`src/assert_macros.svh`:
```
// Assertion helpers for the files that check their own logic.
// Every macro samples on the rising edge of i_clk.
`ifndef ASSERT_MACROS_SVH
`define ASSERT_MACROS_SVH

// Checked only while the synchronous reset is released.
`define ILIR_ASSERT(label, prop, msg) \
    label: assert property (@(posedge i_clk) disable iff (!i_rst_n) (prop)) else $error(msg);

// Checked at every clock edge, reset included.
`define ILIR_ASSERT_ALWAYS(label, prop, msg) \
    label: assert property (@(posedge i_clk) (prop)) else $error(msg);

`endif

```
`src/ilir_pkg.sv`:
```
package ilir_pkg;

    // Capacity of the list; field widths below are fixed by the request format.
    localparam int DEPTH  = 256;
    localparam int WORD_W = 32;
    localparam int POS_W  = 9;
    localparam int CNT_W  = 9;
    localparam int FUNC_W = 3;
    localparam int ST_W   = 2;

    // The read path ORs cells in groups, then ORs the registered group results.
    localparam int GRP_W  = 4;
    localparam int GRP    = 1 << GRP_W;
    localparam int NGRP   = (DEPTH + GRP - 1) / GRP;
    localparam int GSEL_W = POS_W - GRP_W;

    // Request functions.
    localparam logic [FUNC_W-1:0] FN_APPEND = 3'd0;
    localparam logic [FUNC_W-1:0] FN_INSERT = 3'd1;
    localparam logic [FUNC_W-1:0] FN_REMOVE = 3'd2;
    localparam logic [FUNC_W-1:0] FN_READ   = 3'd3;
    localparam logic [FUNC_W-1:0] FN_WRITE  = 3'd4;

    // Result status codes.
    localparam logic [ST_W-1:0] ST_OK    = 2'd0;
    localparam logic [ST_W-1:0] ST_FULL  = 2'd1;
    localparam logic [ST_W-1:0] ST_RANGE = 2'd2;

    // Cell update operations.
    localparam logic [1:0] OP_INS = 2'd0;
    localparam logic [1:0] OP_DEL = 2'd1;
    localparam logic [1:0] OP_WR  = 2'd2;

    typedef logic signed [WORD_W-1:0] t_word;

    // Broadcast to every cell of the row.
    typedef struct packed {
        logic             en;
        logic [1:0]       op;
        logic [POS_W-1:0] at;
        t_word            word;
    } t_cell_ctl;

endpackage

```
`src/ilir_cell.sv`:
```
module ilir_cell (
    input  logic                       i_clk,
    input  ilir_pkg::t_cell_ctl        i_ctl,
    input  logic [ilir_pkg::POS_W-1:0] i_idx,
    input  ilir_pkg::t_word            i_lo,
    input  ilir_pkg::t_word            i_hi,
    output ilir_pkg::t_word            o_word
);

    ilir_pkg::t_word r_word;
    ilir_pkg::t_word n_word;

    // Insert pulls the lower neighbor in above the slot, remove pulls the upper one down.
    always_comb begin
        n_word = r_word;
        case (i_ctl.op)
            ilir_pkg::OP_INS: begin
                if (i_idx > i_ctl.at) begin
                    n_word = i_lo;
                end else if (i_idx == i_ctl.at) begin
                    n_word = i_ctl.word;
                end
            end
            ilir_pkg::OP_DEL: begin
                if (i_idx >= i_ctl.at) begin
                    n_word = i_hi;
                end
            end
            ilir_pkg::OP_WR: begin
                if (i_idx == i_ctl.at) begin
                    n_word = i_ctl.word;
                end
            end
            default: begin
                n_word = r_word;
            end
        endcase
    end

    always_ff @(posedge i_clk) begin
        if (i_ctl.en) begin
            r_word <= n_word;
        end
    end

    assign o_word = r_word;

endmodule

```
`config.mk`:
```
export PLATFORM = sky130hd
export DESIGN_NAME = ilir_cell
export DESIGN_NICKNAME = d
export VERILOG_FILES = /design/src/assert_macros.svh /design/src/ilir_pkg.sv /design/src/ilir_cell.sv
export SDC_FILE = /design/constraint.sdc
export NUM_CORES = 1
export LEC_CHECK = 0
export BUFFER_PORTS_ARGS = -buffer_cell sky130_fd_sc_hd__buf_2
export CAP_MARGIN = 20
export CORE_MARGIN = 5
export CORE_UTILIZATION = 40
export DETAILED_ROUTE_END_ITERATION = 16
export GPL_TIMING_DRIVEN = 0
export HOLD_SLACK_MARGIN = 0.15
export PLACE_DENSITY = 0.77
export SLEW_MARGIN = 20
export SYNTH_ARGS = -nofsm -noshare
export SYNTH_HDL_FRONTEND = slang
export SYNTH_SLANG_ARGS = --single-unit
```
`constraint.sdc`:
```
create_clock -name i_clk -period 2.6 [get_ports i_clk]
set_input_delay 0.26 -clock i_clk [delete_from_list [all_inputs] [get_ports i_clk]]
set_output_delay 0.26 -clock i_clk [all_outputs]
set_load 0.05 [all_outputs]
```
==> summary by stage <==
Run status
The run finished with clean final reports.

Hold path
The worst hold path belongs to the class input pin to flop. The path with the worst hold slack has its endpoint at o_word[4]. The worst hold path depth is 3. In this run the most critical hold path is launched from i_hi[4].

CTS
The number of gates resized after cts is 0. In this run the post-CTS setup repair buffer count came out at 0. In this run the number of H-tree levels came out at 2.

The number of buffers created by CTS is 5. TritonCTS built the clock tree. The tree is rooted in a clkbuf_8.

The number of clock sinks is 32. The later-pin clock latency in the skew report is about 0.28 ns. The quantity of hold-fixing buffers added after cts is 0. Clock-pin slew was measured on the worst setup and hold paths at 0.08 ns.

No sink is reached through more buffers than the 2 on the longest clock path.

Synth
Synthesis produced a netlist whose cell count is ~260. The mean post-synth cell area is between 10 and 15 sq um. The number of nets handed over by synthesis was slightly below 400. nand2_1 is the most common cell in the netlist. The count of flip-flops with a built-in enable after synthesis is 32. The top cell type by area accounts for between 30% and 40% of the synthesized area. Yosys attributes the largest share of cell area to edfxtp_1 (34%), mux2_4 (16%), a22oi_2 (13%).

The number of distinct standard cells referenced by the synthesized netlist is 25. During synthesis, Yosys emitted a total of 0 warnings. The flip-flop and latch count after synthesis is 32. By count the netlist is led by nand2_1 (34), o211ai_1 (33), edfxtp_1 (32), nand3_1 (32). The share of the Yosys chip area taken by registers is 34.5%. The combined area of all synthesized cells is around 2800 sq um. Among all flip-flop cells after synthesis, the most frequent one is edfxtp_1. The largest total area in the synthesized netlist belongs to edfxtp_1. The share of async-settable or async-resettable flops after synthesis is 0%.

Power
The maximum VDD drop is ~0.23 mV. The total chip power is roughly 1.9 mW. The internal power is between 1 and 1.5 mW. In this run the power density over the cells is 512 nW/um^2. The clock network accounts for about a quarter of the total power. For this design the total switching power over the nets is between 700 and 800 uW.

The leakage dissipation is roughly 1.7 nW. Net switching is between 30% and 40% of the power. The sequential group share of total power is between 30% and 40%.

The logic gate share of total power is between 30 and 40%.

Drt
For this run, design rule violations remaining after detail routing come to 0. The first detailed-routing pass ran for 6 iterations. The average wire per standard cell is roughly 17 um. For this block, the via count after detailed routing is 2753.

Once detail routing completed, the nets flagged for antenna violations numbered 0. After detailed routing, the number of vias per cell comes to ~5.3. The final layout contains routed wiring with a total length of 8.58 mm. The first-iteration detailed-routing DRC count is a little over 100.

Floorplanning
The die is approximately 93 um wide. The floorplan die height is 93.5 um. The die outline area is 8740 sq um. In this run the core area contains 30 standard-cell rows. The floorplan step defined a core boundary enclosing about 6800 sq um. The I/O pin total is 150. The initial core utilization is between 40% and 50%.

Placement
After detailed placement, the design holds a cell count of between 500 and 600. The placed instances occupy a cell area of roughly 3700 sq um. The placed wire-length estimate after detailed placement is roughly 6.5 mm.

The minimum setup slack after placement is -0.0930 ns. At the end of routability-driven placement, the weighted congestion stood at 0.768. The number of buffers added on ports is approximately 150.

Timing
On the final layout, the worst clock skew is 0 ns. The final worst-path setup slack is 0.256 ns. The max-slew violation total from the final report was 0. Setup repair after global routing left no endpoint under its margin. The transition time at the pin with the least slew margin is approximately 0.76 ns. The maximum operating frequency is roughly 430 MHz. The worst path uses about nine tenths of the clock period. The worst-case headroom to the max-slew limit is roughly half. Setup violations remaining at the end of the flow were counted as 0. The final count of hold timing violations is 0. The post-layout minimum cycle time is 2.34 ns. Setup total negative slack on the finished layout was measured at 0 ns.

GRT
Global routing consumed, over all layers together, approximately 19% of the routing resources. The number of antenna violations at the first check in global routing was 0. Global routing finished with a remaining overflow of 0.

The first global-routing pass estimated 13.7 mm of wire. The number of global-route vias before repair is roughly 2900. Entering global routing, the biggest net connects 19 pins.

Critical path
STA classifies the critical path startpoint as an input pin. The maximum cell stage delay along the critical path is between 0.6 and 0.7 ns. The end of the worst register-to-register path is o_word[25]. The worst register-to-register path begins at o_word[25]. The start-to-end type of the worst setup path is input pin to flop. In this run the worst path has a maximum fanout of 10. The arrival time of the worst setup path is 2.34 ns. Traced cell by cell, the critical path runs through buf_2, inv_1, ha_1, a21oi_1, o21ai_1, o311ai_2, clkbuf_1, o211ai_1.

On the critical path, the stage with the largest delay is an instance of o311ai_2. The worst register-to-register path has a depth of 3. The element type at the critical path end is a flop. Data on the critical path is required at its endpoint by around 2.6 ns. The internal reg-to-reg setup slack is ~1.4 ns.

Cells and area
The register with the most flip-flops in the layout has 32 of them. The number of antenna diodes in the final layout is 0. The final instance count without filler cells is between 500 and 600.

From synthesis to final layout, the design area changed by 36.1%. The finished cells cover 3790 sq um. The final layout net count is about 550. The post-route netlist has between 50% and 60% of its cells at a drive strength greater than 1.

Job
The number of max-cap violations is 0.
-- logic make-up (layout without fill, tap and decap cells) --
| logic type | count (synthesis) | after routing | synth area share, % |
|---|---|---|---|
| flops | 32 | 32 | 34.5 |
| fa+ha+maj | 12 | 12 | 5.39 |
| compound gates | 74 | 74 | 24.9 |
| buf+inv | 37 | 195 | 6.19 |
| mux | 32 | 32 | 17.0 |
| simple gates | 75 | 75 | 12.1 |
-- through the flow --
| step | hold slack [ns] | utilization [%] |
|---|---|---|
| 3_3_place_gp | 0.583 | 53.8 |
| 4_1_cts | 0.284 | 55.8 |
| 3_5_place_dp | 0.595 | 54.2 |
| 6_report | 0.293 | 55.8 |
| 5_1_grt | 0.307 | 55.8 |
| 2_1_floorplan | 0.487 | - |
-- worst max path at each step --
stage / to / slack, ns / from / depth (start not counted)
4_1_cts: o_word[21] / 0.25 / i_ctl[40] / 8
6_report: o_word[30] / 0.26 / i_ctl[40] / 8
5_1_grt: o_word[5] / 0.03 / i_ctl[40] / 8
3_5_place_dp: o_word[21] / -0.09 / i_ctl[40] / 8
2_1_floorplan: o_word[0] / 0.30 / i_ctl[36] / 7
3_3_place_gp: o_word[11] / -0.31 / i_ctl[36] / 8
-- layer usage --
| metal | GRT usage [%] | routed length [um] |
|---|---|---|
| met1 | 25.0 | 3610 |
| met2 | 34.1 | 4260 |
| met3 | 3.62 | 647 |
| met4 | 3.91 | 60 |
| met5 | 0 | 0 |
-- worst max-delay path, delay by kind of cell --
kind / cells / cell delay [ns]
adders and majority gates: 1 / 0.32
AOI/OAI and AO/OA: 4 / 1.16
buffers and inverters: 3 / 0.60
-- power groups by stage --
stage	combinational (mW)	clock, mW	sequential (mW)
global route	0.839	0.504	0.687
global placement	0.747	0	0.688
floorplan	0.349	0	0.871
finish	0.773	0.491	0.680
CTS	0.777	0.498	0.680
detailed placement	0.774	0	0.690
-- layout by cell type, fill, tap and decap left out --
cell	netlist	routed
nor2_1	4	4
buf_2	3	152
o311ai_2	1	1
clkbuf_1	13	13
buf_1	4	4
nand4_1	2	2
o211ai_1	33	33
nor2b_1	1	1
clkinv_2	0	1
o21ai_0	2	2
a21oi_1	5	5
ha_1	12	12
clkbuf_8	0	5
clkinv_1	1	1
o21ai_1	1	1
buf_6	4	4
bufinv_16	0	1
mux2_2	1	1
or3_1	1	1
buf_16	0	1
clkinvlp_4	0	1
nand3_1	32	32
inv_1	12	12
a22oi_1	2	2
mux2_4	30	30
mux2_1	1	1
edfxtp_1	32	32
a22oi_2	30	30
and3b_2	0	1
nand2_1	34	34
-- cell type report --
cell class / count / area, sq um
Buffer: 24 / 124
Inverter: 13 / 48.8
Clock buffer: 5 / 68.8
Timing Repair Buffer: 150 / 773
Tap cell: 96 / 120
Clock inverter: 3 / 42.5
Multi-Input combinational cell: 193 / 1660
Sequential cell: 32 / 961
Fill cell: 617 / 3000
Power figures use the tool's default switching activity.
