$ cat config.mk
export PLATFORM = sky130hd
export DESIGN_NAME = ilir_rd_grp
export DESIGN_NICKNAME = d
export VERILOG_FILES = /design/src/assert_macros.svh /design/src/ilir_pkg.sv /design/src/ilir_rd_grp.sv
export SDC_FILE = /design/constraint.sdc
export NUM_CORES = 1
export LEC_CHECK = 0
export ABC_AREA = 1
export BUFFER_PORTS_ARGS = -buffer_cell sky130_fd_sc_hd__buf_4
export CORE_AREA = 2 2 212 214
export DETAILED_ROUTE_END_ITERATION = 10
export DIE_AREA = 0 0 214 216
export PLACE_DENSITY_LB_ADDON = 0.12
export SKIP_LAST_GASP = 1
export SLEW_MARGIN = 20
export SYNTH_ARGS = -nofsm -noshare
export SYNTH_HDL_FRONTEND = slang
export SYNTH_SLANG_ARGS = --single-unit
export TNS_END_PERCENT = 100
$ cat constraint.sdc
create_clock -name vclk -period 2.6
set_input_delay 0.26 -clock vclk [all_inputs]
set_output_delay 0.26 -clock vclk [all_outputs]
set_load 0.1 [all_outputs]
$ cat src/assert_macros.svh
// Assertion helpers for the files that check their own logic.
// Every macro samples on the rising edge of i_clk.
`ifndef ASSERT_MACROS_SVH
`define ASSERT_MACROS_SVH

// Checked only while the synchronous reset is released.
`define ILIR_ASSERT(label, prop, msg) \
    label: assert property (@(posedge i_clk) disable iff (!i_rst_n) (prop)) else $error(msg);

// Checked at every clock edge, reset included.
`define ILIR_ASSERT_ALWAYS(label, prop, msg) \
    label: assert property (@(posedge i_clk) (prop)) else $error(msg);

`endif

$ cat src/ilir_pkg.sv
package ilir_pkg;

    // Capacity of the list; field widths below are fixed by the request format.
    localparam int DEPTH  = 256;
    localparam int WORD_W = 32;
    localparam int POS_W  = 9;
    localparam int CNT_W  = 9;
    localparam int FUNC_W = 3;
    localparam int ST_W   = 2;

    // The read path ORs cells in groups, then ORs the registered group results.
    localparam int GRP_W  = 4;
    localparam int GRP    = 1 << GRP_W;
    localparam int NGRP   = (DEPTH + GRP - 1) / GRP;
    localparam int GSEL_W = POS_W - GRP_W;

    // Request functions.
    localparam logic [FUNC_W-1:0] FN_APPEND = 3'd0;
    localparam logic [FUNC_W-1:0] FN_INSERT = 3'd1;
    localparam logic [FUNC_W-1:0] FN_REMOVE = 3'd2;
    localparam logic [FUNC_W-1:0] FN_READ   = 3'd3;
    localparam logic [FUNC_W-1:0] FN_WRITE  = 3'd4;

    // Result status codes.
    localparam logic [ST_W-1:0] ST_OK    = 2'd0;
    localparam logic [ST_W-1:0] ST_FULL  = 2'd1;
    localparam logic [ST_W-1:0] ST_RANGE = 2'd2;

    // Cell update operations.
    localparam logic [1:0] OP_INS = 2'd0;
    localparam logic [1:0] OP_DEL = 2'd1;
    localparam logic [1:0] OP_WR  = 2'd2;

    typedef logic signed [WORD_W-1:0] t_word;

    // Broadcast to every cell of the row.
    typedef struct packed {
        logic             en;
        logic [1:0]       op;
        logic [POS_W-1:0] at;
        t_word            word;
    } t_cell_ctl;

endpackage

$ cat src/ilir_rd_grp.sv
module ilir_rd_grp (
    input  ilir_pkg::t_word            i_words [ilir_pkg::GRP],
    input  logic                       i_hit,
    input  logic [ilir_pkg::GRP_W-1:0] i_lane,
    output ilir_pkg::t_word            o_word
);

    // One lane at most is selected, so an OR of the masked words is the mux.
    always_comb begin
        o_word = '0;
        for (int j = 0; j < ilir_pkg::GRP; j++) begin
            if (i_hit && (i_lane == ilir_pkg::GRP_W'(j))) begin
                o_word = o_word | i_words[j];
            end
        end
    end

endmodule

==> impl_metrics.py, run 1 <==
metrics = {
    "worst_setup_path": {
        "critPathArrivalTime_ps": 2050,
        "endpoint_kind": "output port",
        "critPathRequiredTime_ps": 2340,
        "crit_path_start_kind": "primary input",
        "critPathMaxFanout": 96,
        "crit_type": "primary input to output port",
    },
    "synth": {
        "syn_nets": 2034,
        "synthCells": 1517,
        "synth.top_cells.by_area": "inv_1 (22%), nand2_1 (20%), nand4_1 (18%)",
        "ys_seq_area_share_pct": 0,
        "synth.cell_area_sq_um": 6620,
        "yosys_warnings": 0,
        "synthDistinctLibCells": 15,
        "avgSynthCellArea_sq_um": 4.37,
        "synth.largest_area_cell": "inv_1",
        "synth_top_area_share_pct": 22.0,
    },
    "routing": {
        "via_per_inst": 4.26,
        "totalWireLength_mm": 48.2,
        "drt.antenna.violating_nets": 0,
        "drc": 0,
        "via_count": 11013,
        "wire_per_inst_um": 18.6,
        "firstDrtPassIters": 5,
        "initialDrtViolationCount": 588,
    },
    "job": {
        "max_cap_viol_count": 0,
    },
    "placement": {
        "placedCellCount": 2585,
        "place.gp.congestion": 0.932,
        "dpl_cell_area_sq_um": 11500,
        "hpwl_mm": 39.2,
        "place_ws_ps": 263,
        "io_buffers": 549,
    },
    "sta": {
        "hold_ws_ps": 1140,
        "rsz0062_at_grt": "false",
        "finalHoldViolations": 0,
        "period_minus_slack_ps": 2310,
        "setup_slack_ps": 285,
        "worst_pin_slew_ps": 564,
        "setup_viol": 0,
        "slew_violations": 0,
        "finalCritPeriodShare_pct": 89.0,
        "timing.slew.headroom_pct": 62.4,
        "fin_tns_setup_ps": 0,
        "timing.fmax_ghz": 0.432,
    },
    "floorplan": {
        "core_sq_um": 43800,
        "die_h_um": 216,
        "fp.dieArea_sq_um": 46200,
        "io-pin-count": 549,
        "row_count": 77,
        "die_w_um": 214,
        "floorplan.initialDensity_pct": 15.1,
    },
    "grt": {
        "grt_pass1_vias": 11219,
        "grt_pass1_wl_mm": 70.2,
        "grt-ovfl-total": 0,
        "antenna_found_initial": 2,
        "grt_max_degree": 108,
        "grt_use_total_pct": 19.8,
    },
    "pwr": {
        "power_mw": 1.92,
        "power_leakage_nw": 6.98,
        "vdd_drop_max_mv": 0.151,
        "power_density_nw_per_um2": 166,
    },
    "clocking": {
        "hold_buffers": 0,
        "cts_resized": 0,
        "cts_setup_buffers": 0,
    },
    "finish": {
        "nFlopsAndLatches": 0,
        "multi_input_area_sq_um": 4640,
        "fillCellCount": 5225,
        "register_area_sq_um": 0,
        "clock_buffers": 0,
        "stdcell_area_sq_um": 11500,
        "final_core_util_pct": 26.3,
        "area_delta_synth_final_pct": 74.4,
        "final_layout_size_suffix_gt1_share_pct": 30.7,
        "layoutNonFillerInstCount": 2587,
        "nets": 2512,
    },
    "status": {
        "status": "completed",
    },
    "min_path": {
        "hold_path.class": "primary input to output port",
    },
}
## cells in the mapped netlist
cell type and count:
nand2_1 356, nand3_1 1, nor3_1 224, buf_2 64
inv_2 2, clkbuf_1 35, nand3_4 1, nor2_1 227
buf_1 8, nor2_2 3, buf_4 12, inv_1 389
nor2_4 1, nand3_2 2, nand4_1 192
## cells by family after synthesis
group | after synthesis | share of synthesized area, %
buffers and inverters | 510 | 30.8
AND/OR/NAND/NOR | 1007 | 69.2
## cells in the final DEF, fill, tap and decap left out
cell	n
buf_12	18
buf_4	576
buf_6	1
diode_2	2
inv_1	389
inv_2	2
nand2_1	353
nand2_2	2
nand2_4	1
nand3_2	1
nand3_4	3
nand4_1	192
nor2_1	224
nor2_2	3
nor2_4	4
nor3_1	224
## final timing paths
path,to,depth (start not counted),slack [ps],start
worst max-delay path,o_word[29],11,290,i_lane[1]
worst min-delay path,o_word[19],8,1140,i_words[339]
## layout make-up
cell class,instances,share of cell area [%]
well taps,592,6.41
multi-input cells,1007,40.2
inverters,391,12.7
diodes,2,0.0433
repair buffers,595,40.7
## worst max-delay path, cell delays in order
cell and delay, ps:
buf_4 160, nor2_4 160, buf_12 380, nand4_1 190, nand2_1 100, inv_1 40, nand2_1 50, nor2_1 40
buf_4 140, nand2_1 80, buf_4 290
## layer usage
metal  vias up  GRT usage [%]  wire, um
met5         -              0         0
li1       5625              -         -
met1      4932           22.8     19100
met3        38           4.65      3460
met2       418           37.0     24500
met4         0           4.08      1120
## where the power goes
group	internal, mW	switching, mW	total, mW
clock network	0.000000103	0	0.000000103
logic	0.757	1.16	1.92
registers	0	0	0
total	0.757	1.16	1.92
Power figures use the tool's default switching activity.
==> run 2, diff against run 1 <==
Settings changed: ABC_AREA 1 to unset.
==> run 2 against run 1 <==
Utilization is 4.4 points lower. Synthesized area is 29% lower. Global-route usage is 2.5 points lower. Die area stayed put. Synthesized cell count is 55% lower. Sequential share of layout area stayed put. Maximum frequency is 7.9% lower. Setup slack worse by 200 ps. Total power is 0.14% lower. Wire length is 11% lower. Flip-flop and latch count stayed put. Combinational power hardly changed.
==> impl_metrics.py, run 2 <==
metrics = {
    "pwr": {
        "vdd_drop_max_mv": 0.103,
        "p_sw_share_pct": 54.9,
        "clock_power_share_pct": 0,
        "seqPwrFrac_pct": 0,
        "p_int_uw": 864,
        "power_leakage_nw": 4.56,
        "comb_power_share_pct": 100.0,
        "power_density_nw_per_um2": 199,
        "switchingPower_mw": 1.05,
    },
    "grt": {
        "antenna_found_initial": 1,
        "grt_pass1_vias": 8504,
        "grt-ovfl-total": 0,
        "grt_max_degree": 104,
        "grt_use_total_pct": 17.3,
        "grt_pass1_wl_mm": 59.7,
    },
    "synth": {
        "ys_top_cells_by_count": "mux2i_1 (87), nand3_1 (58), a22o_1 (54), o21ai_0 (51), nor2_1 (44)",
        "synthCells": 689,
        "yosys_warnings": 0,
        "synthDistinctLibCells": 49,
        "synth.largest_area_cell": "mux2i_1",
        "yosysMostFrequentCell": "mux2i_1",
        "synth.top_cells.by_area": "mux2i_1 (19%), a22o_1 (10%), nand3_1 (6.2%)",
        "synth.cell_area_sq_um": 4680,
        "synth_top_area_share_pct": 18.6,
        "syn_nets": 1206,
        "ys_seq_area_share_pct": 0,
        "avgSynthCellArea_sq_um": 6.79,
    },
    "placement": {
        "placedCellCount": 1790,
        "place.gp.congestion": 0.869,
        "hpwl_mm": 35.8,
        "dpl_cell_area_sq_um": 9600,
        "io_buffers": 549,
    },
    "routing": {
        "initialDrtViolationCount": 498,
        "totalWireLength_mm": 42.9,
        "via_per_inst": 4.42,
        "firstDrtPassIters": 5,
        "via_count": 7915,
        "drc": 0,
        "wire_per_inst_um": 24.0,
        "drt.antenna.violating_nets": 0,
    },
    "floorplan": {
        "die_h_um": 216,
        "die_w_um": 214,
        "row_count": 77,
        "io-pin-count": 549,
        "fp.dieArea_sq_um": 46200,
        "core_sq_um": 43800,
        "floorplan.initialDensity_pct": 10.7,
    },
    "sta": {
        "worst_pin_slew_ps": 755,
        "hold_ws_ps": 1000,
        "period_minus_slack_ps": 2510,
        "timing.slew.headroom_pct": 49.5,
        "finalCritPeriodShare_pct": 96.6,
        "slew_violations": 0,
        "fin_tns_setup_ps": 0,
        "timing.fmax_ghz": 0.398,
        "finalHoldViolations": 0,
        "rsz0062_at_grt": "false",
        "setup_viol": 0,
    },
    "worst_setup_path": {
        "critPathRequiredTime_ps": 2340,
        "slowest_delay_ps": 630,
        "cp_top_family": "simple AND/OR/NAND/NOR gates",
        "critPathArrivalTime_ps": 2250,
        "cpMostUsedCell": "buf_4",
        "crit_path_start_kind": "primary input",
        "critPathMaxFanout": 23,
        "crit_type": "primary input to output port",
        "crit_chain": "clkbuf_8, buf_4, and3b_1, and2_4, a221oi_1, nand4_1, buf_4",
        "endpoint_kind": "output port",
        "cp_num_buf_inv": 3,
        "slowest_stage": "a221oi_1",
    },
    "min_path": {
        "min_to": "o_word[4]",
        "min_from": "i_words[420]",
        "hold_path.class": "primary input to output port",
        "min_path_cells": 4,
    },
    "status": {
        "status": "completed",
    },
    "finish": {
        "nFlopsAndLatches": 0,
        "final_cell_mix": "buf_4 (591), mux2i_1 (87), nand3_1 (58)",
        "area_delta_synth_final_pct": 105,
        "stdcell_area_sq_um": 9610,
        "mostFrequentLayoutCell": "buf_4",
        "layoutNonFillerInstCount": 1790,
        "nets": 1717,
        "antenna_cells": 0,
        "fillCellCount": 5004,
        "final_layout_size_suffix_gt1_share_pct": 53.0,
        "register_area_sq_um": 0,
        "clock_buffers": 0,
    },
    "clocking": {
        "cts_setup_buffers": 0,
        "cts_resized": 1,
        "hold_buffers": 0,
    },
    "job": {
        "max_cap_viol_count": 0,
    },
}
run 2: area by class of cell:
type | count | area [sq um] | area share [%]
timing repair buffer | 599 | 4580 | 47.7
multi-input combinational | 599 | 4280 | 44.6
tap | 592 | 741 | 7.71
run 2: routing by layer:
metal | routed length (um) | vias to the layer above | GRT usage [%]
li1 | - | 3781 | -
met5 | 16 | - | 0
met4 | 674 | 2 | 2.38
met3 | 3400 | 27 | 4.28
met2 | 22700 | 401 | 33.8
met1 | 16100 | 3704 | 19.1
run 2: power by group through the flow:
| stage | sequential (mW) | clock [mW] | combinational [mW] |
|---|---|---|---|
| floorplan | 0 | 0 | 0.949 |
| finish | 0 | 0 | 1.92 |
| global placement | 0 | 0 | 1.93 |
| global route | 0 | 0 | 2.03 |
| detailed placement | 0 | 0 | 1.93 |
| CTS | 0 | 0 | 1.94 |
run 2: worst min-delay path: stages:
cell     delay, ps
buf_4           80
a32oi_1         50
nand4_1         70
buf_4          290
run 2: per-stage QoR:
step | power, mW | util [%] | worst slack [ps]
final | 1.92 | 21.9 | 87.3
after global routing | 2.03 | 21.9 | 27.1
after CTS | 1.94 | 21.9 | 43.0
after detailed placement | 1.93 | 21.9 | -40.0
after global placement | 1.93 | 21.9 | -47.5
after floorplan | 0.949 | - | -200
run 2: logic make-up (layout without fill, tap and decap cells):
| family | count (synthesis) | after routing | synth area share [%] |
|---|---|---|---|
| compound gates | 242 | 242 | 37.6 |
| mux | 103 | 103 | 22.5 |
| simple gates | 254 | 254 | 30.8 |
| buf+inv | 90 | 599 | 9.15 |
run 2: how the worst max path moves through the flow:
stage	from	end	slack (ps)	cells after the start
floorplan	i_lane[2]	o_word[30]	-200	8
finish	i_lane[1]	o_word[19]	90	7
detailed placement	i_lane[1]	o_word[30]	-40	8
global route	i_lane[1]	o_word[22]	30	8
global placement	i_lane[1]	o_word[7]	-50	7
CTS	i_lane[1]	o_word[30]	40	8
==> run 3, diff against run 2 <==
--- a/config.mk
+++ b/config.mk
@@ -6,5 +6,5 @@
 export NUM_CORES = 1
 export LEC_CHECK = 0
-export BUFFER_PORTS_ARGS = -buffer_cell sky130_fd_sc_hd__buf_4
+export BUFFER_PORTS_ARGS = -buffer_cell sky130_fd_sc_hd__buf_2
 export CORE_AREA = 2 2 212 214
 export DETAILED_ROUTE_END_ITERATION = 10
==> constraint.sdc (replaced) <==
create_clock -name vclk -period 2.6
set_input_delay 0.26 -clock vclk [all_inputs]
set_output_delay 0.26 -clock vclk [all_outputs]
set_load 0.005 [all_outputs]
==> run 3 against run 2 <==
Wire length fell by 9.3%. First-iteration DRC count decreased by 24%. Die area is the same. Cell area fell by 15%. Global-route usage down 1.7 points. Non-clock buffer count fell by 11. Combinational power is 37% lower. Sequential share of layout area stayed put. Maximum frequency up 5.6%. Via count is 2.1% lower. Flip-flop and latch count unchanged. Critical endpoint is now o_word[30]. Largest power group unchanged.
==> impl_metrics.py, run 3 (synthesized netlist as in run 2, its figures left out) <==
metrics = {
    "status": {
        "status": "completed",
    },
    "pwr": {
        "vdd_drop_max_mv": 0.0405,
        "comb_power_share_pct": 100.0,
        "power_leakage_nw": 4.07,
        "power_density_nw_per_um2": 148,
        "seqPwrFrac_pct": 0,
        "clock_power_share_pct": 0,
        "switchingPower_uw": 603,
        "p_int_uw": 612,
        "p_sw_share_pct": 49.6,
    },
    "routing": {
        "firstDrtPassIters": 5,
        "initialDrtViolationCount": 379,
        "drt.antenna.violating_nets": 0,
        "wl_met2_mm": 20.3,
        "totalWireLength_mm": 38.9,
        "drc": 0,
        "wl_met3_mm": 2.10,
        "via_count": 7751,
        "m1WireLength_mm": 16.3,
        "top_layer": "met5",
        "via_per_inst": 4.34,
        "wire_per_inst_um": 21.8,
    },
    "worst_setup_path": {
        "slowest_stage": "a2111oi_0",
        "critPathMaxFanout": 30,
        "critPathArrivalTime_ps": 2120,
        "crit_chain": "buf_6, and3b_1, and2_4, a2111oi_0, o211ai_1, buf_2",
        "endpoint_kind": "output port",
        "critPathRequiredTime_ps": 2340,
        "crit_path_start_kind": "primary input",
        "slowest_delay_ps": 610,
        "crit_type": "primary input to output port",
    },
    "sta": {
        "timing.fmax_ghz": 0.420,
        "finalCritPeriodShare_pct": 91.5,
        "rsz0062_at_grt": "false",
        "fin_tns_setup_ps": 0,
        "setup_slack_ps": 221,
        "slew_violations": 0,
        "worst_pin_slew_ps": 667,
        "setup_viol": 0,
        "period_minus_slack_ps": 2380,
        "timing.slew.headroom_pct": 55.5,
        "finalHoldViolations": 0,
    },
    "finish": {
        "nets": 1706,
        "nFlopsAndLatches": 0,
        "final_layout_size_suffix_gt1_share_pct": 52.4,
        "clock_buffers": 0,
        "fillCellCount": 5164,
        "area_delta_synth_final_pct": 75.5,
        "mostFrequentLayoutCell": "buf_2",
        "register_area_sq_um": 0,
        "final_core_util_pct": 18.7,
        "final_cell_mix": "buf_2 (546), mux2i_1 (87), nand3_1 (58)",
    },
    "min_path": {
        "min_path_cells": 4,
        "hold_path.class": "primary input to output port",
        "min_from": "i_words[419]",
        "min_to": "o_word[3]",
    },
    "placement": {
        "place.gp.congestion": 0.853,
        "place_ws_ps": 144,
        "hpwl_mm": 33.2,
        "io_buffers": 549,
    },
    "grt": {
        "antenna_found_initial": 10,
        "grt_pass1_wl_mm": 54.8,
        "grt_use_total_pct": 15.6,
        "grt_pass1_vias": 8136,
        "grt-ovfl-total": 0,
        "grt_max_degree": 62,
    },
    "floorplan": {
        "core_sq_um": 43800,
        "die_w_um": 214,
        "die_h_um": 216,
        "fp.dieArea_sq_um": 46200,
        "io-pin-count": 549,
        "row_count": 77,
        "floorplan.initialDensity_pct": 10.7,
    },
    "clocking": {
        "hold_buffers": 0,
        "cts_setup_buffers": 0,
        "cts_resized": 0,
    },
    "job": {
        "max_cap_viol_count": 0,
    },
}
==> run 3: cell types whose count changed in the layout (fill, tap and decap cells not counted) <==
| cell | before | now |
|---|---|---|
| a2111oi_0 | 0 | 1 |
| a2111oi_2 | 1 | 0 |
| and2_1 | 3 | 2 |
| and2_2 | 0 | 1 |
| buf_12 | 6 | 10 |
| buf_2 | 0 | 546 |
| buf_4 | 591 | 30 |
| diode_2 | 0 | 7 |
| nor2_1 | 43 | 44 |
| nor2_4 | 1 | 0 |
| nor3b_1 | 11 | 12 |
| nor3b_2 | 3 | 2 |
==> run 3: how the worst max path moves through the flow <==
| stage | start | endpoint | slack, ps | cells after the start |
|---|---|---|---|---|
| floorplan | i_lane[0] | o_word[0] | 800 | 7 |
| global placement | i_lane[1] | o_word[9] | 180 | 6 |
| detailed placement | i_lane[1] | o_word[9] | 140 | 6 |
| CTS | i_lane[1] | o_word[9] | 140 | 6 |
| global route | i_lane[2] | o_word[30] | 90 | 6 |
| finish | i_lane[2] | o_word[30] | 220 | 6 |
==> run 3: power groups by stage <==
stage / logic, mW / registers [mW] / clock network, mW
global route: 1.33 / 0 / 0.000000309
detailed placement: 1.23 / 0 / 0
finish: 1.21 / 0 / 0.000000361
floorplan: 0.531 / 0 / 0
CTS: 1.24 / 0 / 0
global placement: 1.23 / 0 / 0
==> run 3: area by class of cell <==
cell class / instances / area [sq um] / area share, %
tap: 592 / 741 / 9.03
timing repair buffer: 588 / 3180 / 38.8
antenna: 7 / 17.5 / 0.213
multi-input combinational: 599 / 4270 / 52.0
==> run 3: through the flow <==
step,total power [mW],hold slack [ps],std cells,instance area (sq um)
4_1_cts,1.24,834,1779,8190
3_3_place_gp,1.23,835,1779,8190
6_report,1.21,827,1786,8210
5_1_grt,1.33,854,1785,8200
3_5_place_dp,1.23,832,1779,8190
2_1_floorplan,0.531,629,689,4680
==> run 3: layer usage <==
metal | track usage (%) | up-vias
li1 | - | 3770
met1 | 19.6 | 3665
met2 | 29.0 | 294
met3 | 2.44 | 16
met4 | 1.38 | 6
met5 | 0 | -
==> run 3: worst max-delay path, delay by kind of cell <==
kind                   cells  cell delay, ps
AOI/OAI and AO/OA          2             820
and+or+nand+nor            2             580
buffers and inverters      2             430
